## src/design/bmtc_pkg.sv

```systemverilog
`timescale 1ns / 1ps
`default_nettype none

package bmtc_pkg;

  localparam int ROW_W = 64;
  localparam int BIT_W = $clog2(ROW_W);
  localparam int IDX_W = 7;
  localparam int OUT_IDX_W = 6;

  typedef enum logic [1:0] {
    ST_LOAD,
    ST_CLOSE,
    ST_EMIT
  } state_t;

  typedef enum logic [1:0] {
    OP_HOLD,
    OP_LOAD,
    OP_CLOSE,
    OP_SHIFT
  } cell_op_t;

  typedef struct packed {
    cell_op_t           op;
    logic [IDX_W-1:0]   sel_idx;
    logic [IDX_W-1:0]   last_idx;
  } cell_ctrl_t;

endpackage

`default_nettype wire

```

## src/design/bmtc_ctrl.sv

```systemverilog
`timescale 1ns / 1ps
`default_nettype none

module bmtc_ctrl import bmtc_pkg::*; #(
  parameter int CNT_W = 7
) (
  input  wire logic                 clk,
  input  wire logic                 rst,
  input  wire logic                 cfg_we,
  input  wire logic [IDX_W-1:0]     n_active,
  input  wire logic                 in_valid,
  input  wire logic                 out_ready,
  output logic                      in_ready,
  output logic                      out_valid,
  output logic [OUT_IDX_W-1:0]      row_index,
  output logic                      last_row,
  output cell_ctrl_t                cell_ctrl
);

  state_t           state, state_next;
  logic [CNT_W-1:0] cnt, cnt_next;
  logic [IDX_W-1:0] last_idx;
  logic [IDX_W-1:0] cnt_ext;
  logic             at_last;

  assign last_idx = n_active - IDX_W'(1);
  assign cnt_ext  = IDX_W'(cnt);
  assign at_last  = (cnt_ext == last_idx);

  // next state
  always_comb begin
    state_next = state;
    cnt_next   = cnt;
    case (state)
      ST_LOAD: begin
        if (in_valid) begin
          cnt_next = at_last ? '0 : cnt + CNT_W'(1);
          if (at_last) begin
            state_next = ST_CLOSE;
          end
        end
      end
      ST_CLOSE: begin
        cnt_next = at_last ? '0 : cnt + CNT_W'(1);
        if (at_last) begin
          state_next = ST_EMIT;
        end
      end
      ST_EMIT: begin
        if (out_ready) begin
          cnt_next = at_last ? '0 : cnt + CNT_W'(1);
          if (at_last) begin
            state_next = ST_LOAD;
          end
        end
      end
      default: begin
        state_next = ST_LOAD;
        cnt_next   = '0;
      end
    endcase
    // drop any partial matrix on a register write
    if (cfg_we) begin
      state_next = ST_LOAD;
      cnt_next   = '0;
    end
  end

  // outputs
  always_comb begin
    in_ready           = 1'b0;
    out_valid          = 1'b0;
    cell_ctrl.op       = OP_HOLD;
    cell_ctrl.sel_idx  = cnt_ext;
    cell_ctrl.last_idx = last_idx;
    case (state)
      ST_LOAD: begin
        in_ready = 1'b1;
        if (in_valid) begin
          cell_ctrl.op = OP_LOAD;
        end
      end
      ST_CLOSE: begin
        cell_ctrl.op = OP_CLOSE;
      end
      ST_EMIT: begin
        out_valid = 1'b1;
        if (out_ready) begin
          cell_ctrl.op = OP_SHIFT;
        end
      end
      default: begin
        cell_ctrl.op = OP_HOLD;
      end
    endcase
  end

  assign row_index = OUT_IDX_W'(cnt);
  assign last_row  = at_last;

  always_ff @(posedge clk) begin
    if (rst) begin
      state <= ST_LOAD;
      cnt   <= '0;
    end else begin
      state <= state_next;
      cnt   <= cnt_next;
    end
  end

`ifndef ASSERT_OFF
  a_no_overlap: assert property (@(posedge clk) disable iff (rst)
    !(in_ready && out_valid))
    else $error("input and output open together");

  a_cnt_range: assert property (@(posedge clk) disable iff (rst)
    cnt_ext < n_active)
    else $error("row counter beyond vertex count");

  a_close_flow: assert property (@(posedge clk) disable iff (rst)
    (state == ST_CLOSE && !cfg_we) |=> (state == ST_CLOSE || state == ST_EMIT))
    else $error("closure pass left early");

  a_back_to_load: assert property (@(posedge clk) disable iff (rst)
    (out_valid && out_ready && last_row && !cfg_we) |=> in_ready)
    else $error("not ready for next matrix after last row");
`endif

endmodule

`default_nettype wire
```

## config.mk

```make
export PLATFORM = sky130hd
export DESIGN_NAME = bmtc_ctrl
export DESIGN_NICKNAME = d
export VERILOG_FILES = /design/src/design/bmtc_pkg.sv /design/src/design/bmtc_ctrl.sv
export SDC_FILE = /design/constraint.sdc
export NUM_CORES = 1
export LEC_CHECK = 0
export ABC_CLOCK_PERIOD_IN_PS = 2800
export BUFFER_PORTS_ARGS = -buffer_cell sky130_fd_sc_hd__buf_2
export CAP_MARGIN = 30
export CORE_MARGIN = 4
export CORE_UTILIZATION = 46
export CTS_CLUSTER_SIZE = 16
export DETAILED_ROUTE_END_ITERATION = 8
export HOLD_SLACK_MARGIN = 0.08
export PLACE_DENSITY = 0.87
export SLEW_MARGIN = 15
export SYNTH_ARGS = -nofsm -noshare
export SYNTH_HDL_FRONTEND = slang
export SYNTH_SLANG_ARGS = --single-unit
```

## constraint.sdc

```tcl
create_clock -name clk -period 2.8 [get_ports clk]
set_input_delay 0.42 -clock clk [delete_from_list [all_inputs] [get_ports clk]]
set_output_delay 0.42 -clock clk [all_outputs]
set_load 0.03 [all_outputs]
```

## Word level (Yosys, flattened, before mapping)

Cells that the tools add are included.

| word-level totals | value |
|---|---|
| input bits | 12 |
| output and inout bits | 25 |
| logic and storage cells | 31 |
| flip-flop bits (word level) | 9 |

| operators by class | value |
|---|---|
| eq/ne operators | 8 |
| add/subtract/negate cells | 2 |
| multiplexer cells | 15 |
| reduce and logical (&&, ||, !) cells | 4 |

Operator list:

| operator | count |
|---|---|
| $mux W7 | 3 |
| $pmux W7 S3 | 1 |
| $mux W2 | 6 |
| $pmux W2 S3 | 2 |
| $ne A2 B2 Y1 const B | 5 |
| $add A7 B1 Y7 const B | 1 |
| $eq A7 B7 Y1 | 1 |
| $sub A7 B1 Y7 const B | 1 |
| $reduce_and A5 Y1 | 1 |
| $mux W1 | 3 |
| $eq A2 B1 Y1 const B | 1 |
| $eq A2 B2 Y1 const B | 1 |
| $logic_not A2 Y1 | 1 |
| $reduce_and A2 Y1 | 1 |
| $reduce_or A2 Y1 | 1 |

## Logic depth before layout (Yosys ltp)

Gate-level depths: netlist of the first run.

| logic depth | value |
|---|---|
| depth in word-level cells | 5 |
| depth in mapped cells | 8 |
| mapped depth without buffers | 8 |

## Worst setup path before layout of the first run

Ideal clock, no wire load.

| path | value |
|---|---|
| kind | input -> output |
| from | input n_active[0] |
| to | output last_row |
| stages on the path | 7 |
| data arrival time | 2.076 ns |
| buffers on the path | 0 |
| setup slack | 0.304 ns |
| required time | 2.380 ns |
| cells stage by stage | inv_1 -> ha_1 -> nor3b_4 -> xor2_2 -> a2bb2oi_2 -> a211o_1 -> inv_2 |

RTL lines:

| what | line | text |
|---|---|---|
| start: declaration | bmtc_ctrl.sv:10 | `input wire logic [IDX_W-1:0] n_active,` |
| end: declaration | bmtc_ctrl.sv:16 | `output logic last_row,` |

## Final worst setup path of the first run

| path | value |
|---|---|
| from | input n_active[0] |
| to | output last_row |

| on the way | value |
|---|---|
| cells in the longest elaborated chain, start to end | 2 |

RTL lines:

| what | line | text |
|---|---|---|
| $sub A7 B1 Y7 | bmtc_ctrl.sv:26 | `assign last_idx = n_active - IDX_W'(1);` |
| $eq A7 B7 Y1 | bmtc_ctrl.sv:28 | `assign at_last = (cnt_ext == last_idx);` |

Every way passes these cells.

==> metrics.cfg, run 1 <==
[clock_tree]
clock_latency_ps=270
cts_resized=0
cts_buffer_depth=2
clkTransAtPathRegs_ps=60
ctsHtreeMaxLevel=1
post_cts_buffers=0
cts_root_buf=clkbuf_4
holdBufCountCts=0
cts_num_sinks=9
cts_tree=yes
numCtsBuffers=3

[yosys]
avgSynthCellArea_um2=8.58
ys_types=32
synth_fp_nets=111
seq_area_frac_synth_pct=21.7
syn-instance-count=97
netlist_area_um2=832
ys_seq_elements=9
yosysWarnings=0

[sta]
period_share_pct=94.1
hold_violations=0
relSlewSlack_pct=69.2
post-route-min-period_ps=2640
fin_setup_tns_ps=0
finClkSkew_ps=1.60
rsz0062_at_grt=no
slew_viol_final=0
worst_pin_slew_ps=462
setup_viol=0
fmax_mhz=379

[drt]
first_iter_violations=39
dr.pass1.iters=5
drcViolationCount=0
finalWirelength_um=2100
ant_nets=0
viasPerCell=5.34
vias=822
wl_per_cell_um=13.7

[critical_path]
r2r_start=cnt[2]$_SDFFE_PP0P_
max_stage_delay_ps=320
cp-endpoint=last_row
path_class=input pin to output pin
cp.required_ps=2380
path_max_fanout=3
startpoint=n_active[0]
cpMaxStageDelayCell=a211o_1
path_cells=buf_2 -> inv_1 -> ha_1 -> nor3b_4 -> nor3b_2 -> nand3_1 -> a211o_1 -> inv_2 -> buf_2
endpoint_kind=output pin
crit_path_frequent_cell=buf_2
r2r_setup_slack_ps=850
cp-start-kind=input pin
cp_data_arrival_time_ps=2220
r2r_end=state[1]$_SDFFE_PP0P_
r2r_cells=5

[power_and_ir_drop]
power_density_nw_per_um2=329
swShare_pct=34.6
pwr-share-clk_pct=31.9
seqPwrFrac_pct=39.3
switchingPower_uw=116
comb_power_share_pct=28.8
vdd_drop_max_uv=210
intPower_uw=219
leakagePower_uw=0.000467

[floorplan]
core_region_area_um2=1730
initial_core_util_pct=48.2
fp-row-count=15
dieHeight_um=50.5
fp.dieArea_um2=2550
io_pins=37
fp.dieW_um=50.5

[global_route]
grt_pass1_vias=779
grt_start_max_net_pins=9
antenna_found_initial=0
grt_pass1_wl_um=3240
overflow=0
track_usage_pct=16.7

[hold_path]
hp-class=input pin to flip-flop
worst_hold_startpoint=in_valid

[placed_design]
place_hpwl_um=1690
io_buffers=36
routabilityCongestion=0.781
placed_cell_area_um2=991

[outcome]
status=complete, no violations

[flow_run]
cap_violations=0

[final_layout]
antenna_cells=0
syn2layout_area_growth_pct=22.3
num-fill-cells=160
finalInstanceArea_um2=1020
drive_gt1_share_pct=38.0
nets=144

## cells by family (layout without fill, tap and decap cells)
kind of cell	count (synthesis)	after routing	synth area share (%)
AOI/OAI and AO/OA	9	9	12.5
xor gates and xnor gates	18	18	21.7
adders and majority gates	2	2	3.01
buffers and inverters	15	47	9.47
DFF	9	9	21.7
muxes	5	5	6.32
and+or+nand+nor	39	39	25.4
## worst min-delay path by stage
stage                     slack (ps)  cells after the start                    end
after global placement           560                      2    cnt[6]$_SDFFE_PP0P_
after CTS                        500                      3  state[0]$_SDFFE_PP0P_
after floorplan                  590                      2  state[0]$_SDFFE_PP0P_
final                            500                      3  state[0]$_SDFFE_PP0P_
after global routing             520                      4  state[1]$_SDFFE_PP0P_
after detailed placement         580                      2    cnt[6]$_SDFFE_PP0P_
## cell type report
class	instances	area [um^2]	area share, %
Clock buffer	4	26.3	2.58
Inverter	7	26.3	2.58
Multi-Input combinational cell	73	573	56.3
Sequential cell	9	180	17.7
Tap cell	25	31.3	3.08
Timing Repair Buffer	36	180	17.7
## state kept, by name, summed over array words and instances, names as in the netlist
register  count
state         2
cnt           7
## power groups by stage
stage	logic (uW)	registers, uW	clock network [uW]
floorplan	63.5	136	0
global placement	93.3	134	0
detailed placement	96.3	134	0
CTS	96.9	131	104
global route	104	132	112
finish	96.5	132	107
## cell usage after synthesis
| cell | n | area, um^2 |
|---|---|---|
| inv_1 | 6 | 22.5 |
| ha_1 | 2 | 25.0 |
| a21o_1 | 1 | 7.51 |
| o21ai_0 | 1 | 5.00 |
| mux2_1 | 1 | 11.3 |
| nor3b_2 | 2 | 25.0 |
| nor3_1 | 8 | 40.0 |
| nand2b_1 | 1 | 6.26 |
| nor2_1 | 8 | 30.0 |
| mux2_2 | 1 | 11.3 |
| buf_4 | 6 | 45.0 |
| nor3_2 | 1 | 10.0 |
| dfxtp_1 | 9 | 180 |
| mux2i_1 | 3 | 30.0 |
| xnor2_1 | 8 | 70.1 |
| a211o_1 | 1 | 8.76 |
| nand2_1 | 11 | 41.3 |
| nor2b_1 | 2 | 12.5 |
| a2111oi_4 | 1 | 27.5 |
| nor3b_4 | 1 | 18.8 |
| nand4_1 | 2 | 12.5 |
| o41ai_2 | 1 | 16.3 |
| nand3_1 | 3 | 15.0 |
| a2111oi_0 | 1 | 8.76 |
| o22ai_1 | 1 | 6.26 |
| xor2_1 | 8 | 70.1 |
| clkbuf_1 | 2 | 7.51 |
| a2bb2oi_2 | 1 | 15.0 |
| inv_2 | 1 | 3.75 |
| xor3_1 | 1 | 23.8 |
| o2111ai_1 | 1 | 8.76 |
| xor2_2 | 1 | 16.3 |
## critical path, delay by kind of cell
family,cells,cell delay (ps)
simple gates,3,770
buf+inv,4,480
fa+ha+maj,1,220
compound gates,1,320
## metrics by stage
step | worst slack, ps | total power, uW | util (%) | cells | hold slack, ps
final | 165 | 335 | 58.9 | 154 | 495
after global routing | 24.9 | 347 | 58.9 | 154 | 517
after CTS | 148 | 333 | 58.9 | 154 | 499
after detailed placement | 158 | 231 | 57.4 | 150 | 580
after global placement | 252 | 228 | 57.4 | 150 | 562
after floorplan | 304 | 199 | - | 97 | 588
## layout by cell type, fill, tap and decap left out, drive strengths merged
master,synthesis,layout
nand2,11,11
ha,2,2
a2bb2oi,1,1
nor2b,2,2
o41ai,1,1
nand4,2,2
inv,7,7
xor2,9,9
dfxtp,9,9
o22ai,1,1
xnor2,8,8
nor2,8,8
nand2b,1,1
buf,6,36
mux2,2,2
a21o,1,1
o2111ai,1,1
nand3,3,3
xor3,1,1
o21ai,1,1
a2111oi,2,2
clkbuf,2,4
nor3,9,9
nor3b,3,3
a211o,1,1
mux2i,3,3
## per-layer routing
layer | track usage [%] | vias up | part of all wire [%]
met5 | 0 | - | 0
met4 | 12.1 | 0 | 3.8
met3 | 3.26 | 11 | 9.1
met2 | 30.4 | 54 | 50
met1 | 16.5 | 366 | 37
li1 | - | 391 | -
No activity file was read; power rests on OpenSTA's default activity.
==> inputs of run 2 (changes only) <==
- CORE_MARGIN: 4 -> not set
- CORE_UTILIZATION: 46 -> 48
- CTS_BUF_LIST: not set -> sky130_fd_sc_hd__clkbuf_8
- PLACE_DENSITY: 0.87 -> 0.9
==> run 2 against run 1 <==
The flow now finishes with violations (DRC). Sequential cell count did not move. Clock skew increased by 3.7 ps. Total power grew 12%. Fmax rose by 1.2%. First-iteration DRC count down 28%. Worst setup slack improved by 30 ps. Sequential share of layout area down 0.13 points. Wire length fell by 12%.
==> metrics.cfg, run 2 (synthesis gave the netlist of run 1 again) <==
[outcome]
status=finished, violations left
violations=DRC

[drt]
wl_per_cell_um=12.8
vias=793
drcViolationCount=4
viasPerCell=5.47
dr.pass1.iters=6
ant_nets=0
finalWirelength_um=1850
first_iter_violations=28

[clock_tree]
holdBufCountCts=0
cts_tree=yes
cts_num_sinks=9
clkTransAtPathRegs_ps=50
numCtsBuffers=3
cts_buffer_depth=2
clock_latency_ps=230
cts_resized=0
ctsHtreeMaxLevel=1
cts_root_buf=clkbuf_8
post_cts_buffers=0

[final_layout]
num-fill-cells=135
largest_reg_flops=7
syn2layout_area_growth_pct=23.2
mostFrequentLayoutCell=buf_2
drive_gt1_share_pct=38.0
nets=144
reg.largest.list=cnt x7, state x2
largest-register=cnt
antenna_cells=0
final_cell_mix=buf_2, nand2_1, dfxtp_1
fin_cells=145

[critical_path]
cp_data_arrival_time_ps=2190
r2r_start=cnt[2]$_SDFFE_PP0P_
startpoint=n_active[0]
path_depth=9
path_class=input pin to output pin
cpMaxStageDelayCell=a211o_1
path_cells=buf_2 -> inv_1 -> ha_1 -> nor3b_4 -> nor3b_2 -> nand3_1 -> a211o_1 -> inv_2 -> buf_2
crit_family=simple AND/OR/NAND/NOR gates
r2r_cells=5
cp-endpoint=last_row
r2r_setup_slack_ps=890
cp-start-kind=input pin
cp_num_buf_inv=4
endpoint_kind=output pin
r2r_end=state[1]$_SDFFE_PP0P_
cp.required_ps=2380
max_stage_delay_ps=330
path_max_fanout=3
crit_path_frequent_cell=buf_2

[power_and_ir_drop]
seqPwrFrac_pct=35.3
leakagePower_uw=0.000479
pwr-share-clk_pct=39.2
switchingPower_uw=115
intPower_uw=260
comb_power_share_pct=25.5
power_density_nw_per_um2=365
vdd_drop_max_uv=249
swShare_pct=30.6

[global_route]
overflow=0
grt_pass1_vias=678
antenna_found_initial=0
grt_start_max_net_pins=9
track_usage_pct=21.1
grt_pass1_wl_um=2930

[floorplan]
fp.dieW_um=43.6
initial_core_util_pct=53.4
fp.dieArea_um2=1900
core_region_area_um2=1560
dieHeight_um=43.6
io_pins=37
fp-row-count=14

[sta]
post-route-min-period_ps=2610
slew_viol_final=0
period_share_pct=93.0
worst_pin_slew_ps=466
setup_viol=0
relSlewSlack_pct=69.0
finClkSkew_ps=5.30
fmax_mhz=384
fin_setup_tns_ps=0
rsz0062_at_grt=no
hold_violations=0
worst_slack_ps=195

[placed_design]
place_hpwl_um=1530
routabilityCongestion=0.836
dpl.cell_count=141
io_buffers=36
place_ws_ps=189

[hold_path]
hold_depth=3
hp-class=input pin to flip-flop

[flow_run]
cap_violations=0

## run 2: cell types whose count changed in the layout (fill, tap and decap cells not counted), sizes merged
cell,before,now
inv,7,8
clkbuf,4,3
## run 2: final cells by class
| cell class | instances | area (um^2) | share of cell area, % |
|---|---|---|---|
| flip-flops and latches | 9 | 180 | 17.6 |
| inverters | 7 | 26.3 | 2.56 |
| clock inverters | 1 | 3.75 | 0.366 |
| clock buffers | 3 | 41.3 | 4.03 |
| repair buffers | 36 | 180 | 17.6 |
| well taps | 16 | 20.0 | 1.95 |
| multi-input cells | 73 | 573 | 55.9 |
## run 2: metrics by stage
step                instance area, um^2  utilization [%]  hold slack [ps]  power, uW
detailed placement                  980             62.8              580        230
CTS                                1020             65.7              495        379
global placement                    980             62.8              569        227
floorplan                           832                -              588        199
global route                       1020             65.7              507        387
finish                             1020             65.7              495        374
## run 2: worst min path at each step
| stage | endpoint | from |
|---|---|---|
| final | state[0]$_SDFFE_PP0P_ | in_valid |
| after global routing | state[0]$_SDFFE_PP0P_ | in_valid |
| after CTS | state[0]$_SDFFE_PP0P_ | in_valid |
| after detailed placement | cnt[6]$_SDFFE_PP0P_ | cnt[6]$_SDFFE_PP0P_ |
| after global placement | cnt[6]$_SDFFE_PP0P_ | cnt[6]$_SDFFE_PP0P_ |
| after floorplan | state[0]$_SDFFE_PP0P_ | in_valid |
## run 2: power groups by stage
stage	Sequential [uW]	Clock (uW)	Combinational [uW]
6_report	132	147	95.4
4_1_cts	132	151	95.9
3_5_place_dp	134	0	95.5
5_1_grt	132	151	103
2_1_floorplan	136	0	63.5
3_3_place_gp	134	0	92.4
## run 2: worst min-delay path: stages
cell and delay, ps:
buf_2 110, nand3_1 70, mux2i_1 70
## run 2: layer usage
metal	up-vias	wire [um]	GRT usage, %	share of wire, %
met2	31	913	34.6	49
met4	0	23	13.8	1.2
met5	-	0	0	0
met1	365	791	26.2	43
li1	393	-	-	-
met3	4	124	2.08	6.7
