**config.mk**
```make
export PLATFORM = sky130hd
export DESIGN_NAME = bmtc_cell
export DESIGN_NICKNAME = d
export VERILOG_FILES = /design/src/design/bmtc_pkg.sv /design/src/design/bmtc_cell.sv
export SDC_FILE = /design/constraint.sdc
export NUM_CORES = 1
export LEC_CHECK = 0
export BUFFER_PORTS_ARGS = -buffer_cell sky130_fd_sc_hd__buf_2
export CAP_MARGIN = 15
export CORE_ASPECT_RATIO = 1.5
export CORE_MARGIN = 5
export CORE_UTILIZATION = 50
export DETAILED_ROUTE_END_ITERATION = 10
export PLACE_DENSITY = 0.79
export SETUP_SLACK_MARGIN = 0.05
export SYNTH_ARGS = -nofsm -noshare
export SYNTH_HDL_FRONTEND = slang
export SYNTH_SLANG_ARGS = --single-unit
```
**constraint.sdc**
```tcl
create_clock -name clk -period 8.4 [get_ports clk]
set_input_delay 0.84 -clock clk [delete_from_list [all_inputs] [get_ports clk]]
set_output_delay 0.84 -clock clk [all_outputs]
set_load 0.01 [all_outputs]
```
**src/design/bmtc_pkg.sv**
```systemverilog
`timescale 1ns / 1ps
`default_nettype none

package bmtc_pkg;

  localparam int ROW_W = 64;
  localparam int BIT_W = $clog2(ROW_W);
  localparam int IDX_W = 7;
  localparam int OUT_IDX_W = 6;

  typedef enum logic [1:0] {
    ST_LOAD,
    ST_CLOSE,
    ST_EMIT
  } state_t;

  typedef enum logic [1:0] {
    OP_HOLD,
    OP_LOAD,
    OP_CLOSE,
    OP_SHIFT
  } cell_op_t;

  typedef struct packed {
    cell_op_t           op;
    logic [IDX_W-1:0]   sel_idx;
    logic [IDX_W-1:0]   last_idx;
  } cell_ctrl_t;

endpackage

`default_nettype wire

```
**src/design/bmtc_cell.sv**
```systemverilog
`timescale 1ns / 1ps
`default_nettype none

module bmtc_cell import bmtc_pkg::*; (
  input  wire logic             clk,
  input  wire cell_ctrl_t       ctrl,
  input  wire logic [IDX_W-1:0] cell_idx,
  input  wire logic [ROW_W-1:0] load_row,
  input  wire logic [ROW_W-1:0] head_row,
  input  wire logic [ROW_W-1:0] neighbour_row,
  output logic      [ROW_W-1:0] row
);

  logic [ROW_W-1:0] row_next;
  logic [BIT_W-1:0] pivot;
  logic             is_tail;

  assign pivot   = ctrl.sel_idx[BIT_W-1:0];
  assign is_tail = (cell_idx == ctrl.last_idx);

  always_comb begin
    row_next = row;
    case (ctrl.op)
      OP_LOAD: begin
        if (cell_idx == ctrl.sel_idx) begin
          row_next = load_row;
        end
      end
      OP_CLOSE: begin
        // tail takes the pivot row back with its diagonal bit set
        if (is_tail) begin
          row_next = head_row | (ROW_W'(1) << pivot);
        end else if (neighbour_row[pivot]) begin
          row_next = neighbour_row | head_row;
        end else begin
          row_next = neighbour_row;
        end
      end
      OP_SHIFT: begin
        row_next = is_tail ? head_row : neighbour_row;
      end
      default: begin
        row_next = row;
      end
    endcase
  end

  always_ff @(posedge clk) begin
    row <= row_next;
  end

endmodule

`default_nettype wire

```
# Word level (Yosys, flattened, before mapping)
# Cells that the tools add are included.
[word_totals]
register_bits = 64
word_cells = 20
[classes]
shifts = 1
n_bitwise = 2
n_reduce_logical = 2
n_eq_ne = 6
n_mux = 7
magnitude_cmp = 1
[ops]
columns = ["op", "n"]
rows = [
  ["$mux W64", 4],
  ["$pmux W64 S3", 1],
  ["$or A64 B64 Y64", 2],
  ["$shl A1 B6 Y64 const A", 1],
  ["$eq A7 B7 Y1", 2],
  ["$lt A6 B7 Y1 const B", 1],
  ["$bmux W1 S6", 1],
  ["$eq A2 B2 Y1 const B", 2],
  ["$reduce_bool A3 Y1", 1],
  ["$eq A2 B1 Y1 const B", 1],
  ["$ne A2 B2 Y1 const B", 1],
  ["$reduce_and A2 Y1", 1],
  ["$mux W1", 1],
]

# Logic depth before layout (Yosys ltp)
# Gate-level depths: netlist of the first run.
[logic_depth]
ltp_word = 5
mapped_depth = 9
ltp_nobuf = 5

# Worst setup path before layout of the first run
# No wires, ideal clock.
[synth_timing]
path_type = "input to register"
start = "input ctrl[8] in the netlist's numbering"
end = "register row[0] (enable)"
path_stages = 6
required_ns = 7.826
slack_ns = 1.756
arrival_time_ns = 6.070
cell_sequence = "buf_2 > buf_4 > buf_2 > xnor2_1 > nand4_1 > o21ai_0"
[synth_between]
elab_chain_len = 3
[synth_rtl]
columns = ["element", "line", "source"]
rows = [
  ["from (decl)", "bmtc_cell.sv:6", "input wire cell_ctrl_t ctrl,"],
  ["$eq A7 B7 Y1", "bmtc_cell.sv:25", "if (cell_idx == ctrl.sel_idx) begin"],
  ["$ne A2 B2 Y1 (no line)", "n/a", ""],
  ["$reduce_and A2 Y1 (no line)", "n/a", ""],
  ["to (signal assigned)", "bmtc_cell.sv:49", "row <= row_next;"],
  ["to (decl)", "bmtc_cell.sv:11", "output logic [ROW_W-1:0] row"],
]
# No other way between the ends.
# A chain may end at the register's enable or synchronous reset.

# Worst setup path in the final report of the first run
[layout_timing]
start = "input ctrl[7] in the netlist's numbering"
end = "register row[56] (data pin)"
[layout_between]
elab_chain_len = 5
elab_cells_between_ends = 7
[layout_rtl]
columns = ["element", "line", "source"]
rows = [
  ["$bmux W1 S6", "bmtc_cell.sv:33", "end else if (neighbour_row[pivot]) begin"],
  ["$mux W1 (implied by the code)", "bmtc_cell.sv:33", ""],
  ["$mux W64", "bmtc_cell.sv:33", ""],
  ["$mux W64 (*)", "bmtc_cell.sv:31", "if (is_tail) begin"],
  ["$pmux W64 S3 (*)", "bmtc_cell.sv:23", "case (ctrl.op)"],
  ["named net row_next[56]", "bmtc_cell.sv:14", "logic [ROW_W-1:0] row_next;"],
]
# Mark *: on every way through the listed nets, which the timed path passes. The rest lies on a longest branch. The select of a mux whose other input is x is not followed.

==> results of run 1 <==
## cell type report
type	instances	area (sq um)
Sequential cell	64	1922
Clock buffer	11	232.7
Inverter	66	247.7
Tap cell	162	202.7
Antenna cell	1	2.502
Fill cell	1240	5100
Multi-Input combinational cell	544	4319
Clock inverter	5	47.55
Timing Repair Buffer	294	1524
## path summary, 6_finish.rpt
path / start / endpoint / slack, ps / cells after the start
setup / recovery: ctrl[7] / row[56]$_DFFE_PP_ / 4530 / 7
hold / removal: head_row[61] / row[61]$_DFFE_PP_ / 880 / 3
## cell families (layout without fill, tap and decap cells)
family,Yosys count,in the layout,synth area share
other,0,1,0
muxes,24,24,0.05330
AOI/OAI and AO/OA,335,335,0.3898
buffers and inverters,161,376,0.1097
DFF,64,64,0.2766
xor gates and xnor gates,14,14,0.01765
and+or+nand+nor,171,171,0.1530
## placed cells by master, fill, tap and decap left out, types with 3 or more instances in the layout
master,Yosys,layout
sky130_fd_sc_hd__o211ai_1,5,5
sky130_fd_sc_hd__a21o_1,32,32
sky130_fd_sc_hd__nor2_1,37,36
sky130_fd_sc_hd__o21ai_0,34,33
sky130_fd_sc_hd__buf_4,9,15
sky130_fd_sc_hd__or3_1,34,34
sky130_fd_sc_hd__nor2b_1,35,35
sky130_fd_sc_hd__nor4b_2,4,5
sky130_fd_sc_hd__and4b_1,5,5
sky130_fd_sc_hd__a31o_2,31,31
sky130_fd_sc_hd__mux4_1,3,3
sky130_fd_sc_hd__clkbuf_16,0,9
sky130_fd_sc_hd__a31oi_1,31,31
sky130_fd_sc_hd__xnor2_1,14,14
sky130_fd_sc_hd__nand2_1,3,3
sky130_fd_sc_hd__buf_2,15,278
sky130_fd_sc_hd__o2111ai_1,64,64
sky130_fd_sc_hd__a21oi_1,63,63
sky130_fd_sc_hd__edfxtp_1,64,64
sky130_fd_sc_hd__mux2i_1,10,10
sky130_fd_sc_hd__nand3_1,32,31
sky130_fd_sc_hd__nand4_1,3,3
sky130_fd_sc_hd__inv_1,66,66
sky130_fd_sc_hd__mux2_2,5,5
sky130_fd_sc_hd__mux4_2,6,6
sky130_fd_sc_hd__and4bb_2,6,6
sky130_fd_sc_hd__o211ai_2,61,60
## layer usage
metal / global-route usage / routed length (um) / vias up / part of all wire
met5: 0 / 0 / - / 0
met4: 0.1870 / 1611 / 0 / 0.059
met3: 0.05671 / 2675 / 104 / 0.098
met2: 0.5092 / 13160 / 578 / 0.48
met1: 0.4192 / 9978 / 3621 / 0.36
li1: - / - / 3444 / -
## worst max-delay path: cells and delay by family
| kind | cells | cell delay, ps |
|---|---|---|
| buffers and inverters | 2 | 1260 |
| multiplexers | 2 | 940 |
| AND/OR/NAND/NOR | 2 | 660 |
| AO/OA/AOI/OAI | 1 | 160 |
## per-stage QoR
| step | std cells | setup WS (ps) | area, sq um | utilization |
|---|---|---|---|---|
| final | 1147 | 4527 | 8498 | 0.6250 |
| after global routing | 1147 | 4408 | 8498 | 0.6250 |
| after CTS | 1145 | 4547 | 8476 | 0.6233 |
| after detailed placement | 1129 | 4192 | 8195 | 0.6027 |
| after global placement | 1129 | 4237 | 8195 | 0.6027 |
| after floorplan | 769 | 1756 | 6949 | - |
## power by group
group / leakage, nW / switching, W / internal (W) / total [W]
Clock: 0.138 / 0.000148 / 0.000227 / 0.000375
Sequential: 0.628 / 0.0000114 / 0.000394 / 0.000405
Combinational: 2.82 / 0.000223 / 0.000148 / 0.000370
Total: 3.58 / 0.000382 / 0.000769 / 0.00115
==> impl_summary.md, run 1 <==
STA
Setup total negative slack on the finished layout was measured at 0 ps. The total count of hold-check failures in the final report is 0. For this run, the top clock speed supported by timing is around 0.26 GHz. Setup violations remaining at the end of the flow were counted as 0. At the pin with the least slew margin, the transition time is about 1200 ps.

Dividing the final minimum period by the clock period gives 0.4611. The total count of max-transition violations in the final report was 0. The worst path in the final design needs a cycle of between 3000 and 4000 ps, including I/O delays and setup. The tightest slew margin relative to the limit is 0.2118. The worst hold slack across all endpoints is roughly 900 ps. Setup repair after global routing left no endpoint under its margin.

Setup path
STA puts the critical path data required time at ~8500 ps. For this run, the slowest stage of the critical path takes between 700 and 800 ps. For this design, the slowest cell found on the critical path is sky130_fd_sc_hd__buf_4.

The path type of the worst setup path is input pin to flop. STA classifies the critical path startpoint as an input pin. Traced cell by cell, the critical path runs through buf_2, mux4_1, mux2_2, or3_4, nand4_4, buf_4, o211ai_1.

STA classifies the critical path endpoint as a flop. The largest driver fanout on the critical path is between 40 and 50. Data arrives at the worst endpoint at roughly 4000 ps.

Yosys
The synthesized netlist cell count is 769. The number of enable flip-flop cells after synthesis is 64. After synthesis the netlist holds a flip-flop and latch count of 64. The portion of the post-synthesis area used by sequential elements is 0.2766. A synthesized cell averages 9.037 sq um.

The commonest cells after synthesis are 66 x sky130_fd_sc_hd__inv_1, 64 x sky130_fd_sc_hd__edfxtp_1, 64 x sky130_fd_sc_hd__o2111ai_1. The synthesized net count is 985. Counting flops with an async set or reset pin after synthesis yields a share of 0. The post-synthesis cell area is approximately 6900 sq um. The synthesized netlist contains 51 unique library cells. The largest area contributor in the netlist is sky130_fd_sc_hd__edfxtp_1. In the post-synthesis netlist, the cell with the most instances is sky130_fd_sc_hd__inv_1. For this run, the leading register cell type out of synthesis is sky130_fd_sc_hd__edfxtp_1.

After synthesis, the cell types taking the most area are sky130_fd_sc_hd__edfxtp_1 28%, sky130_fd_sc_hd__o211ai_2 11%, sky130_fd_sc_hd__o2111ai_1 8.1%. The share of synthesized area in the top cell type comes to 0.2766. During synthesis, Yosys emitted a total of 0 warnings.

Power and ir drop
Across the VDD grid, the largest voltage drop is around 0.000079 V. The static leakage is 3.584 nW. Power spread over the standard cell area amounts to between 100 and 150 nW/um^2. Power comes to between 0.001 and 0.0015 W.

Cells and area
The top register by number of flip-flops is row. The share of final-layout standard cells stronger than drive strength 1 is 0.4411. The register with the most flip-flops in the layout has 64 of them. In the final layout, the registers with the most flip-flops are row (64).

The net total in the final layout is 1195. The area added between synthesis and finish is 22.29%.

Clock network
The number of H-tree levels is 3. In this run the post-CTS setup repair buffer count came out at 0. In this run the deepest clock path goes through 2 buffers. Clock-pin slew was measured on the worst setup and hold paths at 60 ps. In this run the clock root is driven by a sky130_fd_sc_hd__clkbuf_16. The sink count of the clock tree is 64. The number of buffers inserted during clock tree synthesis is 9. TritonCTS built the clock tree. Once the clock tree was built, the resizer swapped 0 gates to a different size. The hold buffer count at CTS is 0.

Run
The count of maximum capacitance violations is 0.

Floorplanning
The placeable core region is ~14000 sq um. The die is around 150 um tall. For this design the top-level I/O count stands at 280. The floorplan die width is 106.3 um. The initial utilization of the core area, before any placement, comes to 0.5110. The overall die area is 16400 sq um. The number of rows in the core area is 52.

Route
The remaining antenna violation count is 0. The number of vias after detailed routing is around 7700. The detailed-route vias per instance is between 6 and 7.

The final layout contains routed wiring with a total length of 27420 um. The iteration-0 DRC count of the detailed router is between 800 and 900. The first-pass detailed-route iteration total is 7. The detailed-route wire length per cell is ~24 um.

For this run, design rule violations remaining after detail routing come to 0.

Place
During placement, the flow inserted port buffers numbering about 280. The placed wire-length estimate is between 15000 and 20000 um. The routability congestion estimate is a little over 0.9.

Hold path
In this run the worst hold path is classified as input pin to flop.

Global route
The global-route usage over all layers is 0.3246. The pin count of the biggest net entering global routing is 97. The number of global-route vias before repair is ~7500. The initial antenna violation count came to 1. The first global-routing pass estimated between 40000 and 50000 um of wire.

The remaining global-route overflow is 0.

Status
The run finished with clean final reports.
(Power assumes the default switching activity.)
==> run 2, diff against run 1 <==
--- a/config.mk
+++ b/config.mk
@@ -5,11 +5,12 @@
 export SDC_FILE = /design/constraint.sdc
 export NUM_CORES = 1
 export LEC_CHECK = 0
+export ABC_AREA = 1
 export BUFFER_PORTS_ARGS = -buffer_cell sky130_fd_sc_hd__buf_2
 export CAP_MARGIN = 15
 export CORE_ASPECT_RATIO = 1.5
 export CORE_MARGIN = 5
-export CORE_UTILIZATION = 50
+export CORE_UTILIZATION = 48
 export DETAILED_ROUTE_END_ITERATION = 10
 export PLACE_DENSITY = 0.79
 export SETUP_SLACK_MARGIN = 0.05
==> constraint.sdc (replaced) <==
create_clock -name clk -period 3.7 [get_ports clk]
set_input_delay 0.37 -clock clk [delete_from_list [all_inputs] [get_ports clk]]
set_output_delay 0.37 -clock clk [all_outputs]
set_load 0.01 [all_outputs]
==> run 2 against run 1 <==
Net effect: combinational power is 89% higher; sequential share of layout area is 2.8 points higher; area after synthesis is 14% lower; highest routed layer unchanged; final area is 11% lower; worst setup slack worse by 3300 ps; non-clock buffer count is 4 lower; routed wire length is 7.6% lower.
==> impl_summary.md, run 2 <==
Power and ir drop
The fraction of power spent switching nets is 0.3249. The analysis attributes to net switching a power of 0.0008018 W. The fraction of power consumed by sequential logic is 0.370.

For this design the static power due to leakage is between 3 and 4 nW. The maximum ir drop on the vdd rail is about 0.00022 V. The share of total power dissipated in the clock network is 0.347. Summing internal, switching and leakage power gives 0.002468 W. Internal power comes to about 0.0017 W. The combinational share of power is 0.284. Power spread over the standard cell area amounts to between 300 and 400 nW/um^2.

Global route
For this run, the total global-route usage over all layers was measured as 0.3337. Entering global routing, the biggest net connects 66 pins. The initial antenna violation count is 1.

Summed over all layers, the global routing overflow is 0. The number of global-route vias before repair is between 7000 and 8000. The first global-routing pass estimated about 39000 um of wire.

Cells and area
The number of flip-flops under the largest register name is 64. Counting flops per register, the top entry is row. The library cells used most frequently in the layout, excluding fill and tap cells, are 373 x sky130_fd_sc_hd__nand2_1, 279 x sky130_fd_sc_hd__buf_2, 96 x sky130_fd_sc_hd__nor2_1. The number of non-filler instances in the completed layout is about 1300. The net total in the final layout is approximately 1400.

The share of final-layout standard cells stronger than drive strength 1 is 0.3049. The cell area after layout is roughly 7600 sq um. The area added between synthesis and finish is 27.19%. Leaving out fill and tap cells, the most frequent cell in the layout is sky130_fd_sc_hd__nand2_1. In the final layout, the registers with the most flip-flops are row (64).

Route
Detailed routing inserted a total of about 7500 vias. Before antenna repair, the detailed router went through 6 iterations. After detailed routing, the average wire length per cell comes to 19.27 um.

After detailed routing, the number of remaining DRC violations is 0. The total wire length is about 25000 um. Using the TritonRoute via totals, the vias-per-cell ratio works out to approximately 5.7. The remaining antenna violation count is 0. After the first detailed-routing iteration, the DRC count stood at 731.

Floorplanning
The die is 146.3 um tall. The die covers 14760 sq um. The placeable core region is between 10000 and 15000 sq um.

In this run the horizontal extent of the chip is 100.9 um. The initial core utilization is 0.4923. Pin placement for this block handled 280 I/O pins.

In this run the core area contains between 40 and 50 standard-cell rows.

Yosys
The synthesized netlist occupies a cell area of 5946 sq um. The number of enable flip-flop cells after synthesis is 64. In this run the mean area of a mapped cell was between 6 and 7 sq um. The flop and latch count out of synthesis is 64.

The number of different library cells used by synthesis comes to 32. Ranked by total cell area, the synthesized netlist is headed by sky130_fd_sc_hd__edfxtp_1 32%, sky130_fd_sc_hd__nand2_1 24%, sky130_fd_sc_hd__nor2_1 6.2%. The largest area contributor in the netlist is sky130_fd_sc_hd__edfxtp_1.

sky130_fd_sc_hd__nand2_1 is the most common cell in the netlist. After synthesis, the share of flip-flops with an asynchronous set or reset is 0. The most used flip-flop cell after synthesis is sky130_fd_sc_hd__edfxtp_1. The portion of the post-synthesis area used by sequential elements is 0.3232.

The warning count from the yosys run is 0. The synthesized netlist cell count is around 920. Of the post-synthesis cell area, the dominant cell type holds 0.3232. The commonest cells after synthesis are 373 x sky130_fd_sc_hd__nand2_1, 98 x sky130_fd_sc_hd__nor2_1, 70 x sky130_fd_sc_hd__a21oi_1. The number of nets handed over by synthesis was 1135.

Hold path
The path category of the worst min-delay check is input pin to flop. The worst hold path cell count is 3.

STA
Dividing the final minimum period by the clock period gives 0.6723. Setup total negative slack on the finished layout was measured at 0 ps. The achievable frequency is 0.4020 GHz. The measured slew at the worst slew-check pin is 969.7 ps. The final setup violation count is 0. The tightest slew margin relative to the limit is 0.3486. The slack of the critical path is around 1200 ps. The total count of max-transition violations in the final report is 0. The total count of hold-check failures in the final report is 0. The minimum clock period is 2487 ps. Setup repair after global routing left no endpoint under its margin.

Clock network
The clock passes through at most 2 buffers. The number of gates resized after CTS was 0. TritonCTS built the clock tree.

The library cell used as clock root buffer is sky130_fd_sc_hd__clkbuf_16. In this run, post-CTS hold repair placed 0 buffers. The post-CTS setup repair buffer count is 0. The register clock-pin slew on the reported worst setup and hold paths is around 60 ps. The number of clock buffers added by TritonCTS is 9.

The clock drives 64 sinks. The number of H-tree levels is 3.

Setup path
The sort of element at the start of the critical path is an input pin. The critical path data arrival time is approximately 2600 ps. The required time of the critical path is between 3000 and 4000 ps. The path type of the worst setup path is input pin to flop. The largest driver fanout on the critical path is 64. STA classifies the critical path endpoint as a flop.

Place
After detailed placement, the total cell area comes to between 7000 and 8000 sq um. The wire-length estimate of the detail-placed layout is about 19000 um. Routability-driven placement finished with a final weighted congestion of 0.9174. The count of buffers from port buffering is about 280.

The pre-CTS worst setup slack is around 930 ps. The total placed cells including tap cells is 1298.

Status
The run finished with clean final reports.

Run
The count of maximum capacitance violations is 0.
## run 2: cell count changes after synthesis, sizes merged, moves of 47 or more
cell,previous run,this run
nand2,3,374
nor3,1,48
o211ai,66,0
o2111ai,64,2
inv,66,14
nand3,32,97
nor2,37,101
## run 2: stage by stage
stage / hold slack [ps] / util
after floorplan: 555.6 / -
after global placement: 642.7 / 0.6020
after detailed placement: 645.6 / 0.6020
after CTS: 293.5 / 0.6259
after global routing: 318.5 / 0.6261
final: 300.1 / 0.6261
## run 2: logic make-up (layout without fill, tap and decap cells)
| family | count (synthesis) | after routing | share of synthesized area |
|---|---|---|---|
| AOI/OAI and AO/OA | 138 | 138 | 0.1239 |
| xor gates and xnor gates | 9 | 9 | 0.01326 |
| buffers and inverters | 80 | 322 | 0.07513 |
| DFF | 64 | 64 | 0.3232 |
| other | 0 | 1 | 0 |
| and+or+nand+nor | 628 | 628 | 0.4644 |
## run 2: power groups by stage
stage / sequential (W) / combinational (W) / clock (W)
floorplan: 0.000972 / 0.000364 / 0
global placement: 0.000927 / 0.000680 / 0
detailed placement: 0.000925 / 0.000691 / 0
CTS: 0.000913 / 0.000693 / 0.000864
global route: 0.000917 / 0.000765 / 0.000889
finish: 0.000912 / 0.000700 / 0.000856
## run 2: layout make-up
cell class                 count  area, sq um
clock inverter                 6        60.06
antenna                        1        2.502
timing repair buffer         290         1479
multi-input combinational    775         3611
inverter                      16        67.56
tap                          153        191.4
sequential                    64         1922
clock buffer                  10        229.0
fill                        1202         4516
## run 2: final timing paths
kind,start,endpoint
max,ctrl[7],row[43]$_DFFE_PP_
min,load_row[59],row[59]$_DFFE_PP_
## run 2: critical path, cell delays in order
cell and delay [ps]:
sky130_fd_sc_hd__buf_2 560, sky130_fd_sc_hd__inv_4 230, sky130_fd_sc_hd__nand2_1 110, sky130_fd_sc_hd__nand2_1 50
sky130_fd_sc_hd__nand2_1 50, sky130_fd_sc_hd__nand3_1 80, sky130_fd_sc_hd__nand3_1 120, sky130_fd_sc_hd__nand3_1 120
sky130_fd_sc_hd__nand3_4 130, sky130_fd_sc_hd__nand2_8 310, sky130_fd_sc_hd__nand2_1 180, sky130_fd_sc_hd__nand2_1 70
sky130_fd_sc_hd__nand2_1 90, sky130_fd_sc_hd__nand2_1 50
## run 2: per-layer routing
| metal | global-route usage | wire, um | vias to the layer above |
|---|---|---|---|
| met1 | 0.3762 | 8667 | 3350 |
| met5 | 0 | 0 | - |
| met3 | 0.04582 | 2533 | 107 |
| met2 | 0.5815 | 12550 | 501 |
| met4 | 0.2023 | 1585 | 0 |
| li1 | - | - | 3567 |
